## src/design/ntsp_pkg.sv

```systemverilog
// Shared types and constants for the nearest-target shortest path block.
package ntsp_pkg;

    localparam int CITY_W = 6;
    localparam int CX     = CITY_W + 1;
    localparam int LEN_W  = 16;
    localparam int DOUT_W = 22;
    localparam int NC_W   = 7;

    localparam logic [1:0] MODE_CLEAR = 2'd0;
    localparam logic [1:0] MODE_ROAD  = 2'd1;
    localparam logic [1:0] MODE_FLAG  = 2'd2;
    localparam logic [1:0] MODE_QUERY = 2'd3;

    localparam logic [1:0] ST_PATH     = 2'd0;
    localparam logic [1:0] ST_NO_TGT   = 2'd1;
    localparam logic [1:0] ST_BAD_START = 2'd2;

    typedef struct packed {
        logic              clear;
        logic              add;
        logic              set_flag;
        logic [CITY_W-1:0] city_a;
        logic [CITY_W-1:0] city_b;
        logic [LEN_W-1:0]  length;
        logic              flag;
    } graph_cmd_t;

    typedef struct packed {
        logic [1:0]        status;
        logic [CITY_W-1:0] city;
        logic [DOUT_W-1:0] total;
        logic              last;
    } result_t;

endpackage

```

## src/design/ntsp_search.sv

```systemverilog
// Search sequencer: Dijkstra over the road store with one shared comparator.
module ntsp_search
    import ntsp_pkg::*;
#(
    parameter int MAX_CITIES  = 64,
    parameter int MAX_ROADS   = 256,
    parameter int WEIGHT_BITS = 16
)
(
    input  logic                                 clk,
    input  logic                                 rst_n,
    input  logic                                 start,
    input  logic [CITY_W-1:0]                    start_city,
    input  logic [$clog2(MAX_CITIES):0]          n_cities,
    output logic [(MAX_ROADS > 1 ? $clog2(MAX_ROADS) : 1)-1:0] road_addr,
    input  logic [CITY_W-1:0]                    road_a,
    input  logic [CITY_W-1:0]                    road_b,
    input  logic [WEIGHT_BITS-1:0]               road_w,
    input  logic [$clog2(MAX_ROADS+1)-1:0]       road_count,
    input  logic [MAX_CITIES-1:0]                flags,
    output logic                                 busy,
    output logic                                 res_valid,
    input  logic                                 res_ready,
    output result_t                              res
);

    localparam int CW = $clog2(MAX_CITIES);
    localparam int NW = CW + 1;
    localparam int DW = WEIGHT_BITS + CW;
    localparam int RA = (MAX_ROADS > 1) ? $clog2(MAX_ROADS) : 1;
    localparam int RW = $clog2(MAX_ROADS+1);
    localparam logic [DW-1:0] INF = '1;

    localparam logic [3:0] S_IDLE  = 4'd0;
    localparam logic [3:0] S_INIT  = 4'd1;
    localparam logic [3:0] S_VISIT = 4'd2;
    localparam logic [3:0] S_ROAD  = 4'd3;
    localparam logic [3:0] S_REL   = 4'd4;
    localparam logic [3:0] S_SEL   = 4'd5;
    localparam logic [3:0] S_TGT   = 4'd6;
    localparam logic [3:0] S_PRD   = 4'd7;
    localparam logic [3:0] S_PWT   = 4'd8;
    localparam logic [3:0] S_ERD   = 4'd9;
    localparam logic [3:0] S_EOUT  = 4'd10;
    localparam logic [3:0] S_STAT  = 4'd11;

    logic [3:0]            state_reg, state_next;
    logic [NW-1:0]         n_reg, n_next;
    logic [NW-1:0]         idx_reg, idx_next;
    logic [NW-1:0]         iter_reg, iter_next;
    logic [NW-1:0]         cnt_reg, cnt_next;
    logic [CW-1:0]         start_reg, start_next;
    logic [CW-1:0]         v_reg, v_next;
    logic [CW-1:0]         u_reg, u_next;
    logic [CW-1:0]         to_reg, to_next;
    logic [CW-1:0]         bidx_reg, bidx_next;
    logic [DW-1:0]         cur_reg, cur_next;
    logic [DW-1:0]         best_reg, best_next;
    logic                  found_reg, found_next;
    logic [RW-1:0]         ridx_reg, ridx_next;
    logic [1:0]            stat_reg, stat_next;
    logic [MAX_CITIES-1:0] vis_reg, vis_next;

    logic [DW-1:0]         dist_mem [MAX_CITIES];
    logic [CW:0]           pred_mem [MAX_CITIES];
    logic [CW-1:0]         stack_mem [MAX_CITIES];
    logic [DW-1:0]         dist_q;
    logic [CW:0]           pred_q;
    logic [CW-1:0]         stack_q;

    logic                  dist_we, pred_we, stack_we;
    logic [CW-1:0]         dist_wa, dist_ra, pred_wa, stack_wa, stack_ra;
    logic [DW-1:0]         dist_wd;
    logic [CW:0]           pred_wd;

    // shared comparator
    logic [DW:0]           cmp_x, cmp_y;
    logic                  lt;

    logic [CW-1:0]         p;
    logic                  hit_a, hit_b;
    logic [CITY_W-1:0]     other;
    logic                  rel_go;
    logic                  scan_take;
    logic                  f_now;
    logic [DW-1:0]         b_now;
    logic [CW-1:0]         bi_now;
    logic [NW-1:0]         ridx_inc;

    always_ff @(posedge clk)
    begin
        if (dist_we)
        begin
            dist_mem[dist_wa] <= dist_wd;
        end
        if (pred_we)
        begin
            pred_mem[pred_wa] <= pred_wd;
        end
        if (stack_we)
        begin
            stack_mem[stack_wa] <= u_reg;
        end
        dist_q  <= dist_mem[dist_ra];
        pred_q  <= pred_mem[u_reg];
        stack_q <= stack_mem[stack_ra];
    end

    assign p      = CW'(idx_reg - 1'b1);
    assign hit_a  = (road_a == CITY_W'(v_reg));
    assign hit_b  = (road_b == CITY_W'(v_reg));
    assign other  = hit_a ? road_b : road_a;
    assign rel_go = (hit_a || hit_b) && (road_a != road_b) && (CX'(other) < CX'(n_reg));
    assign ridx_inc = NW'(0);

    always_comb
    begin
        if (state_reg == S_REL)
        begin
            cmp_x = {1'b0, cur_reg} + (DW+1)'(road_w);
            cmp_y = {1'b0, dist_q};
        end
        else
        begin
            cmp_x = {1'b0, dist_q};
            cmp_y = {1'b0, best_reg};
        end
    end
    assign lt = cmp_x < cmp_y;

    assign scan_take = (idx_reg != '0) && lt &&
                       ((state_reg == S_SEL) ? !vis_reg[p] : flags[p]);
    assign f_now  = found_reg || scan_take;
    assign b_now  = scan_take ? dist_q : best_reg;
    assign bi_now = scan_take ? p : bidx_reg;

    // a road that relaxes stays on the read port so its weight is there in S_REL
    assign road_addr = (state_reg == S_VISIT) ? '0 :
                       ((state_reg == S_ROAD) && rel_go) ? RA'(ridx_reg) :
                       RA'(ridx_reg + 1'b1);
    assign dist_ra   = (state_reg == S_ROAD) ? CW'(other) : CW'(idx_reg);
    assign stack_ra  = CW'(idx_reg - 1'b1);

    always_comb
    begin
        state_next = state_reg;
        n_next     = n_reg;
        idx_next   = idx_reg;
        iter_next  = iter_reg;
        cnt_next   = cnt_reg;
        start_next = start_reg;
        v_next     = v_reg;
        u_next     = u_reg;
        to_next    = to_reg;
        bidx_next  = bidx_reg;
        cur_next   = cur_reg;
        best_next  = best_reg;
        found_next = found_reg;
        ridx_next  = ridx_reg;
        stat_next  = stat_reg;
        vis_next   = vis_reg;
        dist_we    = 1'b0;
        dist_wa    = CW'(idx_reg);
        dist_wd    = INF;
        pred_we    = 1'b0;
        pred_wa    = CW'(idx_reg);
        pred_wd    = {1'b1, {CW{1'b0}}};
        stack_we   = 1'b0;
        stack_wa   = CW'(cnt_reg);
        res_valid  = 1'b0;
        res        = '0;

        case (state_reg)
            S_IDLE:
            begin
                if (start)
                begin
                    n_next     = n_cities;
                    start_next = CW'(start_city);
                    idx_next   = '0;
                    vis_next   = '0;
                    if (CX'(start_city) >= CX'(n_cities))
                    begin
                        stat_next  = ST_BAD_START;
                        state_next = S_STAT;
                    end
                    else
                    begin
                        state_next = S_INIT;
                    end
                end
            end
            S_INIT:
            begin
                dist_we  = 1'b1;
                dist_wd  = (CW'(idx_reg) == start_reg) ? '0 : INF;
                pred_we  = 1'b1;
                idx_next = idx_reg + 1'b1;
                if (idx_reg == NW'(n_reg - 1'b1))
                begin
                    v_next     = start_reg;
                    cur_next   = '0;
                    iter_next  = '0;
                    state_next = S_VISIT;
                end
            end
            S_VISIT:
            begin
                vis_next[v_reg] = 1'b1;
                ridx_next       = '0;
                idx_next        = '0;
                best_next       = INF;
                found_next      = 1'b0;
                state_next      = (road_count == '0) ? S_SEL : S_ROAD;
            end
            S_ROAD:
            begin
                if (rel_go)
                begin
                    to_next    = CW'(other);
                    state_next = S_REL;
                end
                else if (ridx_reg == RW'(road_count - 1'b1))
                begin
                    state_next = S_SEL;
                end
                else
                begin
                    ridx_next = ridx_reg + 1'b1;
                end
            end
            S_REL:
            begin
                if (lt)
                begin
                    dist_we = 1'b1;
                    dist_wa = to_reg;
                    dist_wd = cmp_x[DW-1:0];
                    pred_we = 1'b1;
                    pred_wa = to_reg;
                    pred_wd = {1'b0, v_reg};
                end
                if (ridx_reg == RW'(road_count - 1'b1))
                begin
                    state_next = S_SEL;
                end
                else
                begin
                    ridx_next  = ridx_reg + 1'b1;
                    state_next = S_ROAD;
                end
            end
            S_SEL, S_TGT:
            begin
                best_next  = b_now;
                bidx_next  = bi_now;
                found_next = f_now;
                idx_next   = idx_reg + 1'b1;
                if (idx_reg == n_reg)
                begin
                    idx_next   = '0;
                    best_next  = INF;
                    found_next = 1'b0;
                    if (state_reg == S_TGT)
                    begin
                        best_next = b_now;
                        if (f_now)
                        begin
                            u_next     = bi_now;
                            cnt_next   = '0;
                            state_next = S_PRD;
                        end
                        else
                        begin
                            stat_next  = ST_NO_TGT;
                            state_next = S_STAT;
                        end
                    end
                    else if (f_now && (NW'(iter_reg + 1'b1) < n_reg))
                    begin
                        v_next     = bi_now;
                        cur_next   = b_now;
                        iter_next  = iter_reg + 1'b1;
                        state_next = S_VISIT;
                    end
                    else
                    begin
                        state_next = S_TGT;
                    end
                end
            end
            S_PRD:
            begin
                stack_we   = 1'b1;
                cnt_next   = cnt_reg + 1'b1;
                state_next = S_PWT;
            end
            S_PWT:
            begin
                if (pred_q[CW] || (NW'(pred_q[CW-1:0]) >= n_reg) || (cnt_reg == n_reg))
                begin
                    idx_next   = cnt_reg;
                    state_next = S_ERD;
                end
                else
                begin
                    u_next     = pred_q[CW-1:0];
                    state_next = S_PRD;
                end
            end
            S_ERD:
            begin
                state_next = S_EOUT;
            end
            S_EOUT:
            begin
                res_valid  = 1'b1;
                res.status = ST_PATH;
                res.city   = CITY_W'(stack_q);
                res.total  = DOUT_W'(best_reg);
                res.last   = (idx_reg == NW'(1));
                if (res_ready)
                begin
                    idx_next   = idx_reg - 1'b1;
                    state_next = (idx_reg == NW'(1)) ? S_IDLE : S_ERD;
                end
            end
            S_STAT:
            begin
                res_valid  = 1'b1;
                res.status = stat_reg;
                res.last   = 1'b1;
                if (res_ready)
                begin
                    state_next = S_IDLE;
                end
            end
            default:
            begin
                state_next = S_IDLE;
            end
        endcase
    end

    always_ff @(posedge clk or negedge rst_n)
    begin
        if (!rst_n)
        begin
            state_reg <= S_IDLE;
        end
        else
        begin
            state_reg <= state_next;
        end
    end

    always_ff @(posedge clk)
    begin
        n_reg     <= n_next;
        idx_reg   <= idx_next + ridx_inc;
        iter_reg  <= iter_next;
        cnt_reg   <= cnt_next;
        start_reg <= start_next;
        v_reg     <= v_next;
        u_reg     <= u_next;
        to_reg    <= to_next;
        bidx_reg  <= bidx_next;
        cur_reg   <= cur_next;
        best_reg  <= best_next;
        found_reg <= found_next;
        ridx_reg  <= ridx_next;
        stat_reg  <= stat_next;
        vis_reg   <= vis_next;
    end

    assign busy = (state_reg != S_IDLE);

endmodule
```

## config.mk

```make
export PLATFORM = sky130hd
export DESIGN_NAME = ntsp_search
export DESIGN_NICKNAME = d
export VERILOG_FILES = /design/src/design/ntsp_pkg.sv /design/src/design/ntsp_search.sv
export SDC_FILE = /design/constraint.sdc
export NUM_CORES = 2
export LEC_CHECK = 0
export BUFFER_PORTS_ARGS = -buffer_cell sky130_fd_sc_hd__buf_2
export CAP_MARGIN = 20
export CORE_MARGIN = 4
export CORE_UTILIZATION = 33
export DETAILED_ROUTE_END_ITERATION = 6
export PLACE_DENSITY_LB_ADDON = 0.25
export SLEW_MARGIN = 20
export SYNTH_ARGS = -nofsm -noshare
export SYNTH_HDL_FRONTEND = slang
export SYNTH_SLANG_ARGS = --single-unit
```

## constraint.sdc

```tcl
create_clock -name clk -period 5.99 [get_ports clk]
set_input_delay 0.2995 -clock clk [delete_from_list [all_inputs] [get_ports clk]]
set_output_delay 0.2995 -clock clk [all_outputs]
set_load 0.005 [all_outputs]
```

==> metrics.txt <==
outcome finished clean; post-layout net count 6463; pin count of the biggest net entering global routing 141; Worst setup SP type flop; Routed WL per cell 29.09 um; most used cell along the critical path buf_4; DP Worst Slack -338.1 ps; headroom to the max-slew limit 23.28%; sequential fraction of the synthesis area 72.95%; Ys Warns 0; Setup Viol. Count Final 0; initial antenna violation count 49; RSZ-0062 raised after global routing false; most frequent cells in the layout 2418 x edfxtp_1, 475 x mux4_2, 462 x nand2_1, 276 x buf_4, 275 x clkbuf_16; worst path cell trace ha_1 -> a21o_1 -> a21o_1 -> a2111oi_1 -> buf_4 -> o21bai_1 -> a21oi_2 -> buf_4 -> o211a_1 -> o21ai_0 -> mux2i_1 -> nand2_1 -> ha_1 -> a221o_1 -> a211oi_2 -> and4_4 -> buf_12 -> inv_2 -> nor2_1 -> buf_4 -> a31oi_4 -> buf_6 -> nor2_4 -> buf_4; Bufs and invs on worst path 7; clock skew 116.4 ps; WHS Path Cells 4; TNS Setup 0 ps; final worst slack 243.7 ps; CTS tree built; Area Growth Syn to Fin 18.90%; arrival time worst endpoint 6210 ps; CP Depth 24; final period utilization 95.93%; Worst-path clk slew 60 ps; actual slew at the worst max-slew pin 1149 ps; hpwl dp 201700 um; Clock Tree Root clkbuf_16; worst vdd ir 0.0003842 V; Top-Level Pins 159; syn avg cell area 17.52 um^2; total global routing overflow 0; die width 560.2 um; largest registers dist_mem x1408, pred_mem x448, stack_mem x384; die area 313900 um^2; Core ar. 303300 um^2; Final min period 5746 ps; number of H-tree levels 5; number of global-route vias before repair 55630; max-slew violations 0; Max-cap violations 0; Critical Path RT 6460 ps; ys flop type edfxtp_1; Die Ht 560.2 um; Max stage delay on crit path 440 ps; Lkg Pwr 38.77 nW; first-pass GRT wire length 429400 um; TritonRoute pass-1 iters 6; Post-Route WL 304400 um; Post-synth EDFFs 2418; # DRC 0; Critical Path Sink Type flop; Most flops, register dist_mem; Inserted Clock Buffers 273; Via density 5.456; layout cells sized above 1 24.84%; most common cell after layout, fill and taps aside edfxtp_1; syn_nets 5931; Util after Layout 39.45%; CP max FO 7; post-synthesis cell type count 85; Clock Sink Count 2457; Largest register FFs 1408; Post-Syn Instances 5743; HP Class in2reg; Max stage delay cell, worst path a2111oi_1; ANT nets after route 0; Yosys reg bits 2457; achievable clock frequency 174.0 MHz; clk_lat worst skew 850 ps; Worst Setup Path Type reg2reg; num rows 202; via count 57090; final hold viol count 0; routability cong. 0.8909; Power Density 508.1 nW/um^2; CP top delay family compound AO/OA/AOI/OAI gates; Syn Std Cell Area 100600 um^2; async set-or-reset flop fraction in the synthesized netlist 0.1628%; DR iter-0 viols 6791; total track usage 18.82%; I/O Buffers 158; Reg2Reg Depth 24; Starting Density 33.18%; final hold slack 105.0 ps; Max Root-Sink Buffers 4
area by class of cell:
type | instances | area (um^2)
Clock inverter | 156 | 1416
Sequential cell | 2457 | 73410
Multi-Input combinational cell | 2899 | 26640
Antenna cell | 9 | 22.52
Fill cell | 27330 | 183600
Inverter | 48 | 180.2
Clock buffer | 321 | 7078
Tap cell | 3978 | 4977
Timing Repair Buffer | 596 | 5929
power breakdown:
group          switching [mW]  leakage, nW  internal [mW]
combinational            14.8         13.0           8.52
sequential              0.712         21.6           20.6
clock                    6.75         4.16           9.44
cell families (layout without fill, tap and decap cells):
| kind of cell | after synthesis | in the layout | synth area share (%) |
|---|---|---|---|
| DFF | 2457 | 2457 | 72.95 |
| AOI/OAI and AO/OA | 609 | 609 | 3.974 |
| other | 0 | 9 | 0 |
| adders and majority gates | 70 | 70 | 0.8778 |
| and+or+nand+nor | 1410 | 1414 | 6.623 |
| buffers and inverters | 391 | 1121 | 1.641 |
| xor gates and xnor gates | 106 | 106 | 0.9486 |
| muxes | 700 | 700 | 12.99 |
layer usage:
layer	track usage, %	wire (um)	vias to the layer above
met5	0	77	-
met1	27.71	133700	30010
li1	-	-	24180
met3	4.179	26720	397
met2	28.63	137500	2498
met4	3.964	6372	12
final timing paths:
kind / startpoint / end / slack [ps]
max in group asynchronous: rst_n / state_reg[3] / 5380
min in group asynchronous: rst_n / state_reg[0] / 430
max reg2reg: cur_reg[1] / pred_mem[62][1] / 240
max: cur_reg[1] / pred_mem[62][1] / 240
min: start / state_reg[2] / 100
min reg2reg: vis_reg[32] / vis_reg[32] / 570
repair_timing:
action	CTS	global route
gates resized for setup	9	10
pin swaps	5	5
endpoints found under the setup margin	323	2704
hold buffers	16	0
hold endpoints to repair	18	0
gates cloned	4	0
buffers inserted	2	12
worst reg2reg max path: stages, from the launching register on:
cell	delay [ps]
edfxtp_1	390
ha_1	290
a21o_1	160
a21o_1	200
a2111oi_1	440
buf_4	180
o21bai_1	100
a21oi_2	210
buf_4	130
o211a_1	250
o21ai_0	140
mux2i_1	210
nand2_1	80
ha_1	320
a221o_1	370
a211oi_2	230
and4_4	270
buf_12	140
inv_2	60
nor2_1	160
buf_4	170
a31oi_4	190
buf_6	260
nor2_4	210
buf_4	220
metrics by stage:
stage          cell area [um^2]  total power, mW  std cells
2_1_floorplan            100700            34.90       5743
3_3_place_gp             110600            44.62       9941
3_5_place_dp             110600            44.74       9943
4_1_cts                  119400            61.04      10440
5_1_grt                  119600            63.15      10460
6_report                 119700            60.80      10460
synth_stat cells (48+ instances only):
library cell	number	area [um^2]
nor2_1	301	1130
ha_1	69	863.3
buf_2	70	350.3
a21oi_1	137	685.7
mux2i_1	207	2072
a31oi_1	89	556.8
o21ai_0	95	475.5
and3_1	109	681.9
mux4_2	475	10700
nand2_1	481	1805
nand3_1	217	1086
o22ai_1	48	300.3
clkbuf_1	204	765.7
xnor2_1	54	473.0
nand2b_1	49	306.5
buf_1	57	214.0
edfxtp_1	2418	72610
xor2_1	50	437.9
nand4_1	103	644.4
Power figures use the tool's default switching activity.
